File: src/rtl/dda_pkg.sv
package dda_pkg;

  localparam int unsigned COORD_BITS = 10;
  localparam int unsigned FRAC_BITS  = 16;

  localparam logic OP_LOAD = 1'b0;
  localparam logic OP_STEP = 1'b1;

  typedef struct packed {
    logic load;
    logic tick;
    logic div_step;
    logic div_first;
    logic div_last;
  } dda_cmd_t;

  typedef struct packed {
    logic steps_zero;
    logic last_step;
  } dda_sts_t;

endpackage

File: src/rtl/dda_in_if.sv
interface dda_in_if #(
  parameter int unsigned COORD_BITS = dda_pkg::COORD_BITS
) ();
  logic                  valid;
  logic                  ready;
  logic                  opcode;
  logic [COORD_BITS-1:0] x_start;
  logic [COORD_BITS-1:0] y_start;
  logic [COORD_BITS-1:0] x_end;
  logic [COORD_BITS-1:0] y_end;

  modport source (output valid, opcode, x_start, y_start, x_end, y_end, input ready);
  modport sink   (input valid, opcode, x_start, y_start, x_end, y_end, output ready);
endinterface

File: src/rtl/dda_out_if.sv
interface dda_out_if #(
  parameter int unsigned COORD_BITS = dda_pkg::COORD_BITS
) ();
  logic                  valid;
  logic                  ready;
  logic [COORD_BITS-1:0] pixel_x;
  logic [COORD_BITS-1:0] pixel_y;
  logic                  last_point;

  modport source (output valid, pixel_x, pixel_y, last_point, input ready);
  modport sink   (input valid, pixel_x, pixel_y, last_point, output ready);
endinterface

File: src/rtl/dda_ctrl.sv
module dda_ctrl #(
  parameter int unsigned FRAC_BITS = dda_pkg::FRAC_BITS
) (
  input  logic              clk_i,
  input  logic              rst_ni,
  input  logic              in_valid_i,
  input  logic              opcode_i,
  output logic              in_ready_o,
  output logic              out_valid_o,
  input  logic              out_ready_i,
  input  dda_pkg::dda_sts_t sts_i,
  output dda_pkg::dda_cmd_t cmd_o
);

  localparam int unsigned CntW = $clog2(FRAC_BITS + 1);

  typedef enum logic {
    S_IDLE,
    S_DIV
  } state_e;

  state_e          state_q;
  logic [CntW-1:0] cnt_q;
  logic            active_q;
  logic            out_valid_q;
  logic            accept;

  // new item only while not dividing and the output register can take a result
  assign in_ready_o  = (state_q == S_IDLE) && (!out_valid_q || out_ready_i);
  assign out_valid_o = out_valid_q;
  assign accept      = in_valid_i && in_ready_o;

  always_comb begin
    cmd_o           = '0;
    cmd_o.load      = accept && (opcode_i == dda_pkg::OP_LOAD);
    cmd_o.tick      = accept && (opcode_i == dda_pkg::OP_STEP) && active_q;
    cmd_o.div_step  = (state_q == S_DIV);
    cmd_o.div_first = (state_q == S_DIV) && (cnt_q == '0);
    cmd_o.div_last  = (state_q == S_DIV) && (cnt_q == CntW'(FRAC_BITS));
  end

  always_ff @(posedge clk_i or negedge rst_ni) begin
    if (!rst_ni) begin
      state_q     <= S_IDLE;
      cnt_q       <= '0;
      active_q    <= 1'b0;
      out_valid_q <= 1'b0;
    end else begin
      if (cmd_o.load || cmd_o.tick) begin
        out_valid_q <= 1'b1;
      end else if (out_ready_i) begin
        out_valid_q <= 1'b0;
      end

      unique case (state_q)
        S_IDLE: begin
          if (cmd_o.load) begin
            cnt_q <= '0;
            if (sts_i.steps_zero) begin
              active_q <= 1'b0;
            end else begin
              active_q <= 1'b1;
              state_q  <= S_DIV;
            end
          end else if (cmd_o.tick && sts_i.last_step) begin
            active_q <= 1'b0;
          end
        end
        S_DIV: begin
          cnt_q <= cnt_q + CntW'(1);
          if (cmd_o.div_last) begin
            state_q <= S_IDLE;
          end
        end
        default: state_q <= S_IDLE;
      endcase
    end
  end

endmodule

File: src/rtl/dda_dp.sv
module dda_dp #(
  parameter int unsigned COORD_BITS = dda_pkg::COORD_BITS,
  parameter int unsigned FRAC_BITS  = dda_pkg::FRAC_BITS
) (
  input  logic                  clk_i,
  input  dda_pkg::dda_cmd_t     cmd_i,
  output dda_pkg::dda_sts_t     sts_o,
  input  logic [COORD_BITS-1:0] x_start_i,
  input  logic [COORD_BITS-1:0] y_start_i,
  input  logic [COORD_BITS-1:0] x_end_i,
  input  logic [COORD_BITS-1:0] y_end_i,
  output logic [COORD_BITS-1:0] pixel_x_o,
  output logic [COORD_BITS-1:0] pixel_y_o,
  output logic                  last_point_o
);

  localparam int unsigned AccW = COORD_BITS + FRAC_BITS + 1;
  localparam int unsigned IncW = FRAC_BITS + 2;
  localparam int unsigned QW   = FRAC_BITS + 1;
  localparam int unsigned RemW = COORD_BITS + 1;
  localparam logic [AccW-1:0] Half = AccW'(1) << (FRAC_BITS - 1);

  logic [COORD_BITS-1:0] adx, ady, steps;
  logic                  x_neg, y_neg;

  logic [AccW-1:0]       acc_x_q, acc_y_q, acc_x_d, acc_y_d, rnd_x, rnd_y;
  logic [IncW-1:0]       inc_x_q, inc_y_q;
  logic [QW-1:0]         q_x_q, q_y_q, q_x_d, q_y_d;
  logic [RemW-1:0]       rem_x_q, rem_y_q, rem_x_d, rem_y_d, shx, shy, dvs;
  logic                  ge_x, ge_y;
  logic                  neg_x_q, neg_y_q;
  logic [COORD_BITS-1:0] steps_q, left_q;

  assign x_neg = (x_end_i < x_start_i);
  assign y_neg = (y_end_i < y_start_i);
  assign adx   = x_neg ? (x_start_i - x_end_i) : (x_end_i - x_start_i);
  assign ady   = y_neg ? (y_start_i - y_end_i) : (y_end_i - y_start_i);
  assign steps = (adx > ady) ? adx : ady;

  assign sts_o.steps_zero = (steps == '0);
  assign sts_o.last_step  = (left_q == COORD_BITS'(1));

  // restoring divide, one quotient bit per cycle; the first bit is the integer bit
  assign dvs     = {1'b0, steps_q};
  assign shx     = cmd_i.div_first ? rem_x_q : {rem_x_q[RemW-2:0], 1'b0};
  assign shy     = cmd_i.div_first ? rem_y_q : {rem_y_q[RemW-2:0], 1'b0};
  assign ge_x    = (shx >= dvs);
  assign ge_y    = (shy >= dvs);
  assign rem_x_d = ge_x ? (shx - dvs) : shx;
  assign rem_y_d = ge_y ? (shy - dvs) : shy;
  assign q_x_d   = {q_x_q[QW-2:0], ge_x};
  assign q_y_d   = {q_y_q[QW-2:0], ge_y};

  assign acc_x_d = acc_x_q + {{(AccW-IncW){inc_x_q[IncW-1]}}, inc_x_q};
  assign acc_y_d = acc_y_q + {{(AccW-IncW){inc_y_q[IncW-1]}}, inc_y_q};
  assign rnd_x   = acc_x_d + Half;
  assign rnd_y   = acc_y_d + Half;

  always_ff @(posedge clk_i) begin
    if (cmd_i.load) begin
      acc_x_q      <= {1'b0, x_start_i, {FRAC_BITS{1'b0}}};
      acc_y_q      <= {1'b0, y_start_i, {FRAC_BITS{1'b0}}};
      rem_x_q      <= RemW'(adx);
      rem_y_q      <= RemW'(ady);
      q_x_q        <= '0;
      q_y_q        <= '0;
      neg_x_q      <= x_neg;
      neg_y_q      <= y_neg;
      steps_q      <= steps;
      left_q       <= steps;
      pixel_x_o    <= x_start_i;
      pixel_y_o    <= y_start_i;
      last_point_o <= (steps == '0);
    end else if (cmd_i.tick) begin
      acc_x_q      <= acc_x_d;
      acc_y_q      <= acc_y_d;
      left_q       <= left_q - COORD_BITS'(1);
      pixel_x_o    <= rnd_x[FRAC_BITS +: COORD_BITS];
      pixel_y_o    <= rnd_y[FRAC_BITS +: COORD_BITS];
      last_point_o <= sts_o.last_step;
    end

    if (cmd_i.div_step) begin
      rem_x_q <= rem_x_d;
      rem_y_q <= rem_y_d;
      q_x_q   <= q_x_d;
      q_y_q   <= q_y_d;
    end

    if (cmd_i.div_last) begin
      inc_x_q <= neg_x_q ? (IncW'(0) - {1'b0, q_x_d}) : {1'b0, q_x_d};
      inc_y_q <= neg_y_q ? (IncW'(0) - {1'b0, q_y_d}) : {1'b0, q_y_d};
    end
  end

endmodule

File: src/rtl/dda_line_rasterizer_core.sv
// dda line rasterizer: a load item puts the start point in the output register, valid the cycle
// after; a line of non-zero length runs a bit-serial division, during which no item is taken.
// step items are then taken one per cycle unless the output stalls, each point valid the cycle
// after; a step with no line active gives nothing. an output register decouples the sides.
// asynchronous active-low reset idles the controller and empties the output; no clearing pass.
module dda_line_rasterizer_core #(
  parameter int unsigned COORD_BITS = dda_pkg::COORD_BITS,
  parameter int unsigned FRAC_BITS  = dda_pkg::FRAC_BITS
) (
  input logic        clk_i,
  input logic        rst_ni,
  dda_in_if.sink     in_i,
  dda_out_if.source  out_o
);

  dda_pkg::dda_cmd_t cmd;
  dda_pkg::dda_sts_t sts;

  dda_ctrl #(
    .FRAC_BITS (FRAC_BITS)
  ) u_ctrl (
    .clk_i       (clk_i),
    .rst_ni      (rst_ni),
    .in_valid_i  (in_i.valid),
    .opcode_i    (in_i.opcode),
    .in_ready_o  (in_i.ready),
    .out_valid_o (out_o.valid),
    .out_ready_i (out_o.ready),
    .sts_i       (sts),
    .cmd_o       (cmd)
  );

  dda_dp #(
    .COORD_BITS (COORD_BITS),
    .FRAC_BITS  (FRAC_BITS)
  ) u_dp (
    .clk_i        (clk_i),
    .cmd_i        (cmd),
    .sts_o        (sts),
    .x_start_i    (in_i.x_start),
    .y_start_i    (in_i.y_start),
    .x_end_i      (in_i.x_end),
    .y_end_i      (in_i.y_end),
    .pixel_x_o    (out_o.pixel_x),
    .pixel_y_o    (out_o.pixel_y),
    .last_point_o (out_o.last_point)
  );

endmodule

File: src/flat_wrapper.sv
// flat-port wrapper written by rule: the top's interface ports become plain ports
module dda_line_rasterizer_core_flat 
#(
  parameter int unsigned COORD_BITS = dda_pkg::COORD_BITS,
  parameter int unsigned FRAC_BITS  = dda_pkg::FRAC_BITS
)
  (clk_i, rst_ni, in_i_valid, in_i_opcode, in_i_x_start, in_i_y_start, in_i_x_end, in_i_y_end, in_i_ready, out_o_valid, out_o_pixel_x, out_o_pixel_y, out_o_last_point, out_o_ready);
  dda_in_if #(.COORD_BITS(COORD_BITS)) in_i_i ();
  dda_out_if #(.COORD_BITS(COORD_BITS)) out_o_i ();
  input logic clk_i;
  input logic rst_ni;
  input wire logic [$bits(in_i_i.valid)-1:0] in_i_valid;
  input wire logic [$bits(in_i_i.opcode)-1:0] in_i_opcode;
  input wire logic [$bits(in_i_i.x_start)-1:0] in_i_x_start;
  input wire logic [$bits(in_i_i.y_start)-1:0] in_i_y_start;
  input wire logic [$bits(in_i_i.x_end)-1:0] in_i_x_end;
  input wire logic [$bits(in_i_i.y_end)-1:0] in_i_y_end;
  output wire logic [$bits(in_i_i.ready)-1:0] in_i_ready;
  output wire logic [$bits(out_o_i.valid)-1:0] out_o_valid;
  output wire logic [$bits(out_o_i.pixel_x)-1:0] out_o_pixel_x;
  output wire logic [$bits(out_o_i.pixel_y)-1:0] out_o_pixel_y;
  output wire logic [$bits(out_o_i.last_point)-1:0] out_o_last_point;
  input wire logic [$bits(out_o_i.ready)-1:0] out_o_ready;
  assign in_i_i.valid = in_i_valid;
  assign in_i_i.opcode = in_i_opcode;
  assign in_i_i.x_start = in_i_x_start;
  assign in_i_i.y_start = in_i_y_start;
  assign in_i_i.x_end = in_i_x_end;
  assign in_i_i.y_end = in_i_y_end;
  assign in_i_ready = in_i_i.ready;
  assign out_o_valid = out_o_i.valid;
  assign out_o_pixel_x = out_o_i.pixel_x;
  assign out_o_pixel_y = out_o_i.pixel_y;
  assign out_o_last_point = out_o_i.last_point;
  assign out_o_i.ready = out_o_ready;
  dda_line_rasterizer_core #(.COORD_BITS(COORD_BITS), .FRAC_BITS(FRAC_BITS)) u_core (.clk_i(clk_i), .rst_ni(rst_ni), .in_i(in_i_i), .out_o(out_o_i));
endmodule
File: config.mk
export PLATFORM = sky130hd
export DESIGN_NAME = dda_line_rasterizer_core_flat
export DESIGN_NICKNAME = d
export VERILOG_FILES = /design/src/rtl/dda_pkg.sv /design/src/rtl/dda_in_if.sv /design/src/rtl/dda_out_if.sv /design/src/rtl/dda_ctrl.sv /design/src/rtl/dda_dp.sv /design/src/rtl/dda_line_rasterizer_core.sv /design/src/flat_wrapper.sv
export SDC_FILE = /design/constraint.sdc
export NUM_CORES = 1
export LEC_CHECK = 0
export ABC_CLOCK_PERIOD_IN_PS = 6400
export BUFFER_PORTS_ARGS = -buffer_cell sky130_fd_sc_hd__buf_2
export CORE_MARGIN = 2
export CORE_UTILIZATION = 47
export CTS_BUF_LIST = sky130_fd_sc_hd__clkbuf_4
export DETAILED_ROUTE_END_ITERATION = 8
export HOLD_SLACK_MARGIN = 0.06
export PLACE_DENSITY = 0.76
export SLEW_MARGIN = 20
export SYNTH_ARGS = -nofsm -noshare
export SYNTH_HDL_FRONTEND = slang
export SYNTH_SLANG_ARGS = --single-unit
export TNS_END_PERCENT = 5
File: constraint.sdc
create_clock -name clk_i -period 6.4 [get_ports clk_i]
set_input_delay 1.28 -clock clk_i [delete_from_list [all_inputs] [get_ports clk_i]]
set_output_delay 1.28 -clock clk_i [all_outputs]
set_load 0.005 [all_outputs]
# After elaboration in Yosys (flattened, before gate mapping)
# Cells that the tools add are included.
# W data, S select, Z words.
# word_totals
regBits	195
in_bits	45
out_inout_bits	23
word_cells	103
# op_classes
n_mux	38
magnitude_cmp	5
reduce_logical	18
bitwise	2
n_eq_ne	3
addsub	14
# op_table
operator	n
$mux W26	4
$mux W10	9
$mux W11	8
$add A27 B27 Y27	2
$add A26 B16 Y26 const B	2
$mux W16	3
$sub A10 B10 Y10	4
$sub A1 B17 Y18 const A	2
$mux W17	2
$ge A11 B10 Y1	2
$sub A11 B10 Y11	2
$lt A10 B10 Y1	2
$eq A10 B1 Y1 const B	1
$gt A10 B10 Y1	1
$logic_not A10 Y1	1
$pmux W5 S2	1
$sub A10 B1 Y10 const B	1
$mux W1	9
$logic_and A1 B1 Y1	8
$reduce_bool A2 Y1	4
$add A5 B1 Y5 const B	1
$eq A5 B5 Y1 const B	1
$logic_not A5 Y1	1
$mux W5	1
other kinds (6)	8

# Depth between registers and ports, before layout
# depth
depth_word	9
ltp_mapped	23
depth_no_buf	20

# Cells and area by module
# A second synthesis with hierarchy kept.
# hier_totals
hier_cells	1561
area_unflattened_um2	14681.6
# modules_own_cells
module	cells_each	seq_area_each_um2	n_inst	area_each_um2
dda_dp	1512	5235.0	1	14209.9
dda_ctrl	49	200.2	1	471.7

# Least setup slack after synthesis
# Ideal clock, no wire load.
# synth_path
kind	input-to-reg
startpoint	in in_i_x_end[0]
endpoint	reg u_core.u_ctrl.state_q
cell_stages	20
t_arrival_ps	5315
slack_ps	900
setup_ps	185
t_required_ps	6215
n_path_buf	0
cell_sequence	inv_1 -> ha_1 -> inv_1 -> fa_1 -> a21o_1 -> a221oi_1 -> o21ai_0 -> a21boi_0 -> mux2_2 -> mux2i_1 -> inv_1 -> ha_1 -> nand4_1 -> nor3_1 -> a221oi_1 -> a32oi_1 -> nand2b_1 -> or4_1 -> a221oi_2 -> a211oi_1
# synth_between
elab_chain_cells	8
elab_cells_between_ends	10
classes_between	2 x add/sub; 2 x order compare; 5 x mux; 1 x reduce/logical
# synth_rtl
element	line	source
from (decl)	flat_wrapper.sv:16	input wire logic [$bits(in_i_i.x_end)-1:0] in_i_x_end;
$sub A10 B10 Y10 / $lt A10 B10 Y1 (equally long branches)	dda_dp.sv:36, dda_dp.sv:34	
$mux W10 *	dda_dp.sv:36	assign adx = x_neg ? (x_start_i - x_end_i) : (x_end_i - x_start_i);
$gt A10 B10 Y1	dda_dp.sv:38	assign steps = (adx > ady) ? adx : ady;
$mux W10 *	dda_dp.sv:38	
$logic_not A10 Y1 *	dda_dp.sv:40	assign sts_o.steps_zero = (steps == '0);
$mux W1 *	dda_ctrl.sv:59	if (sts_i.steps_zero) begin
$mux W1 *	dda_ctrl.sv:57	if (cmd_o.load) begin
$pmux W1 S2 *	dda_ctrl.sv:55	unique case (state_q)
to (signal assigned)	dda_ctrl.sv:63	state_q <= S_DIV;
to (signal assigned)	dda_ctrl.sv:72	state_q <= S_IDLE;
to (signal assigned)	dda_ctrl.sv:75	default: state_q <= S_IDLE;
to (decl)	dda_ctrl.sv:22	state_e state_q;
# Mark *: on every way between the ends. The rest lies on a longest branch, timed or not.
# A chain may end at the register's enable or synchronous reset.

# Worst setup path in the final report
# layout_path
startpoint	in in_i_y_start[0]
endpoint	reg u_core.u_dp.last_point_o, data pin
# layout_between
elab_chain_cells	6
elab_cells_between_ends	8
classes_between	2 x add/sub; 2 x order compare; 3 x mux; 1 x reduce/logical
# layout_rtl
element	line	source
from (decl)	flat_wrapper.sv:15	input wire logic [$bits(in_i_i.y_start)-1:0] in_i_y_start;
$sub A10 B10 Y10 / $lt A10 B10 Y1 (equally long branches)	dda_dp.sv:37, dda_dp.sv:35	
$mux W10 *	dda_dp.sv:37	assign ady = y_neg ? (y_start_i - y_end_i) : (y_end_i - y_start_i);
$gt A10 B10 Y1	dda_dp.sv:38	
$mux W10 *	dda_dp.sv:38	
$logic_not A10 Y1 *	dda_dp.sv:73	last_point_o <= (steps == '0);
$mux W1 *	dda_dp.sv:60	if (cmd_i.load) begin
to (signal assigned)	dda_dp.sv:73	
to (signal assigned)	dda_dp.sv:80	last_point_o <= sts_o.last_step;
to (decl)	dda_dp.sv:14	output logic last_point_o
# Marks and branches as above.

==> impl_metrics.json <==
{
  "wl_met2_mm": 17.7,
  "grt_overflow": 0,
  "ios": 68,
  "wire_per_inst_um": 18.2,
  "drc_errors": 0,
  "power_density_nw_per_um2": 445,
  "max_freq_ghz": 0.182,
  "dieArea_um2": 32700,
  "dp_hpwl_mm": 27.9,
  "dieHeight_um": 181,
  "end_kind": "flip-flop",
  "path_max_fanout": 3,
  "hold_viol_final": 0,
  "grt_pass1_wl_mm": 60.1,
  "fill_cells": 2835,
  "cts.sinks": 193,
  "grt_pass1_vias": 12000,
  "rr_worst_depth": 19,
  "cts-resized-gates": 0,
  "cp_slowest_cell": "or4_1",
  "root_buffer": "clkbuf_4",
  "regArea_um2": 5440,
  "hold_buffers": 0,
  "ys_seq_area_share_pct": 37.0,
  "synth-async-reset-ratio_pct": 4.15,
  "core_um2": 30700,
  "fin_crit_ns": 5.50,
  "synth_edf_count": 153,
  "antenna_left": 0,
  "crit_chain": "buf_2, inv_1, ha_1, inv_1, fa_1, a21o_1, a221oi_1, o21ai_0, xnor2_1, a2bb2oi_1, o221ai_1, inv_1, ha_1, nand4_1, nor3_1, a221oi_1, a32oi_1, nand2b_1, or4_1, a221oi_2, o21ba_2",
  "clk_latency_ns": 0.64,
  "outcome": "finished clean",
  "grtUsageTotal_pct": 22.7,
  "vias": 12100,
  "peakVddDrop_mv": 0.272,
  "worstPathArrival_ns": 6.02,
  "cpMostUsedCell": "inv_1",
  "rows": 64,
  "critPathLaunchType": "input port",
  "leakage_uw": 0.00637,
  "area_growth_syn_to_layout_pct": 6.40,
  "cts_made_buffers": 17,
  "nets": 1803,
  "drive_gt1_share_pct": 11.5,
  "syn_nets": 1768,
  "critPathKind": "in2reg",
  "drtIter0Drc": 949,
  "critPathTopFamily": "compound AO/OA/AOI/OAI gates",
  "wl_met1_mm": 16.2,
  "grt_start_max_net_pins": 68,
  "finalSetupViolCount": 0,
  "critPathMaxStageDelay_ns": 0.51,
  "regToRegSetupSlack_ns": 1.17,
  "holdCritPathClass": "in2async",
  "die_w_um": 181,
  "first_pass_iters": 5,
  "htreeDepth": 4,
  "dr.max_layer_used": "met4",
  "slew_headroom_pct": 34.8,
  "synth_top_area_cell": "edfxtp_1",
  "crit_buf_inv": 4,
  "tightest_slew_ns": 0.977,
  "met3_length_mm": 2.15,
  "multi_input_comb_area_um2": 8560,
  "synthTopCellsByArea": "edfxtp_1 (31%), ha_1 (11%), xnor2_1 (4.9%)",
  "power_uw": 6960,
  "ys_warn_count": 0,
  "netlist_area_um2": 14700,
  "initial_utilization_pct": 47.9,
  "ys_ff_latch": 193,
  "ys.flop_type": "edfxtp_1",
  "finalCritPeriodShare_pct": 85.9,
  "cts_setup_buffers": 0,
  "place.gp.congestion": 0.942,
  "cts_tree": "yes",
  "wl_mm": 37.0,
  "slew_viol_final": 0,
  "vias_per_cell": 5.97,
  "netlist_instances": 1589,
  "cap_violations": 0,
  "timing.rr.end": "u_core.u_dp.inc_x_q[14]",
  "fin_tns_setup_ns": 0,
  "path_clk_slew_ns": 0.17,
  "cp-startpoint": "in_i_y_start[0]",
  "clock_skew_ns": 0.0351,
  "synth_most_common_cell": "nand2_1",
  "cts_max_path_buffers": 2,
  "synthTopCellsByCount": "nand2_1 (178), edfxtp_1 (153), ha_1 (126)",
  "worstReg2RegStart": "u_core.u_ctrl.cnt_q[0]",
  "syn_avg_cell_area_um2": 9.24,
  "ys_types": 100,
  "io_buffers": 67,
  "antenna_found_initial": 1,
  "rsz0062_at_grt": "false",
  "yosys.area.top_type_share_pct": 31.3,
  "critPathRequiredTime_ns": 6.92
}
final cells by class:
class                      count  share of cell area (%)
clock buffer                  17                   0.817
multi-input combinational   1228                    54.8
sequential                   193                    34.8
timing repair buffer          83                    2.92
inverter                     101                    2.43
tap                          396                    3.17
antenna                        1                  0.0160
clock inverter                15                    1.02
metrics by stage:
stage | setup slack [ns] | util [%] | hold WS (ns) | cells | instance area (µm²)
finish | 0.900 | 50.9 | 0.465 | 2034 | 15600
CTS | 1.05 | 50.9 | 0.418 | 2033 | 15600
detailed placement | 0.363 | 50.0 | 0.451 | 2001 | 15300
floorplan | 0.900 | - | 0.432 | 1589 | 14700
global placement | 0.486 | 50.0 | 0.440 | 2001 | 15300
global route | 0.575 | 50.9 | 0.427 | 2034 | 15600
worst max path at each step:
| stage | end | slack [ns] | cells after the start |
|---|---|---|---|
| global placement | u_core.u_dp.last_point_o | 0.49 | 21 |
| finish | u_core.u_dp.last_point_o | 0.90 | 21 |
| global route | u_core.u_ctrl.active_q | 0.58 | 21 |
| detailed placement | u_core.u_dp.last_point_o | 0.36 | 21 |
| floorplan | u_core.u_ctrl.state_q | 0.90 | 20 |
| CTS | u_core.u_dp.last_point_o | 1.05 | 21 |
report_power, final:
| group | internal, µW | switching [µW] | leakage (µW) |
|---|---|---|---|
| clock network | 212 | 478 | 0.000155 |
| logic | 1630 | 2390 | 0.00438 |
| registers | 1990 | 259 | 0.00183 |
| total | 3830 | 3130 | 0.00637 |
flip-flops by register name (all words and copies together), names as in the netlist, 5 cells and up:
register / cells
u_core.u_dp.acc_y_q: 26
u_core.u_dp.inc_x_q: 18
u_core.u_dp.rem_y_q: 11
u_core.u_ctrl.cnt_q: 5
u_core.u_dp.pixel_y_o: 10
u_core.u_dp.left_q: 10
u_core.u_dp.q_x_q: 16
u_core.u_dp.acc_x_q: 26
u_core.u_dp.q_y_q: 16
u_core.u_dp.steps_q: 10
u_core.u_dp.inc_y_q: 18
u_core.u_dp.pixel_x_o: 10
u_core.u_dp.rem_x_q: 11
cell usage in the layout (no fill, tap or decap), types with 35 or more instances in the layout:
master,synthesis,routed
a21oi_1,105,105
and2_1,36,36
buf_2,4,67
edfxtp_1,153,153
ha_1,126,126
inv_1,100,97
nand2_1,178,178
nand3_1,35,35
nor2_1,93,91
o21ai_0,123,123
xnor2_1,82,82
routing by layer:
layer	up-vias	GRT usage (%)
met4	0	8.35
met5	-	0
met1	5824	29.2
met2	353	38.4
met3	71	3.83
li1	5887	-
worst register-to-register path, delay by kind of cell (launching register included):
kind	cells	cell delay, ns
AOI/OAI and AO/OA	6	1.27
xor gates and xnor gates	1	0.10
adders and majority gates	3	0.66
buffers and inverters	3	0.65
DFF	1	0.45
muxes	1	0.38
and+or+nand+nor	5	1.49
logic make-up (layout without fill, tap and decap cells):
logic type | count (synthesis) | after routing | synth area share, %
buffers and inverters | 168 | 216 | 4.69
DFF | 193 | 193 | 37.0
other | 0 | 1 | 0
and+or+nand+nor | 494 | 494 | 16.6
adders and majority gates | 134 | 134 | 11.8
AOI/OAI and AO/OA | 440 | 440 | 19.7
muxes | 49 | 49 | 3.56
xor gates and xnor gates | 111 | 111 | 6.62
Note: power is estimated with default switching activity, not from simulation.
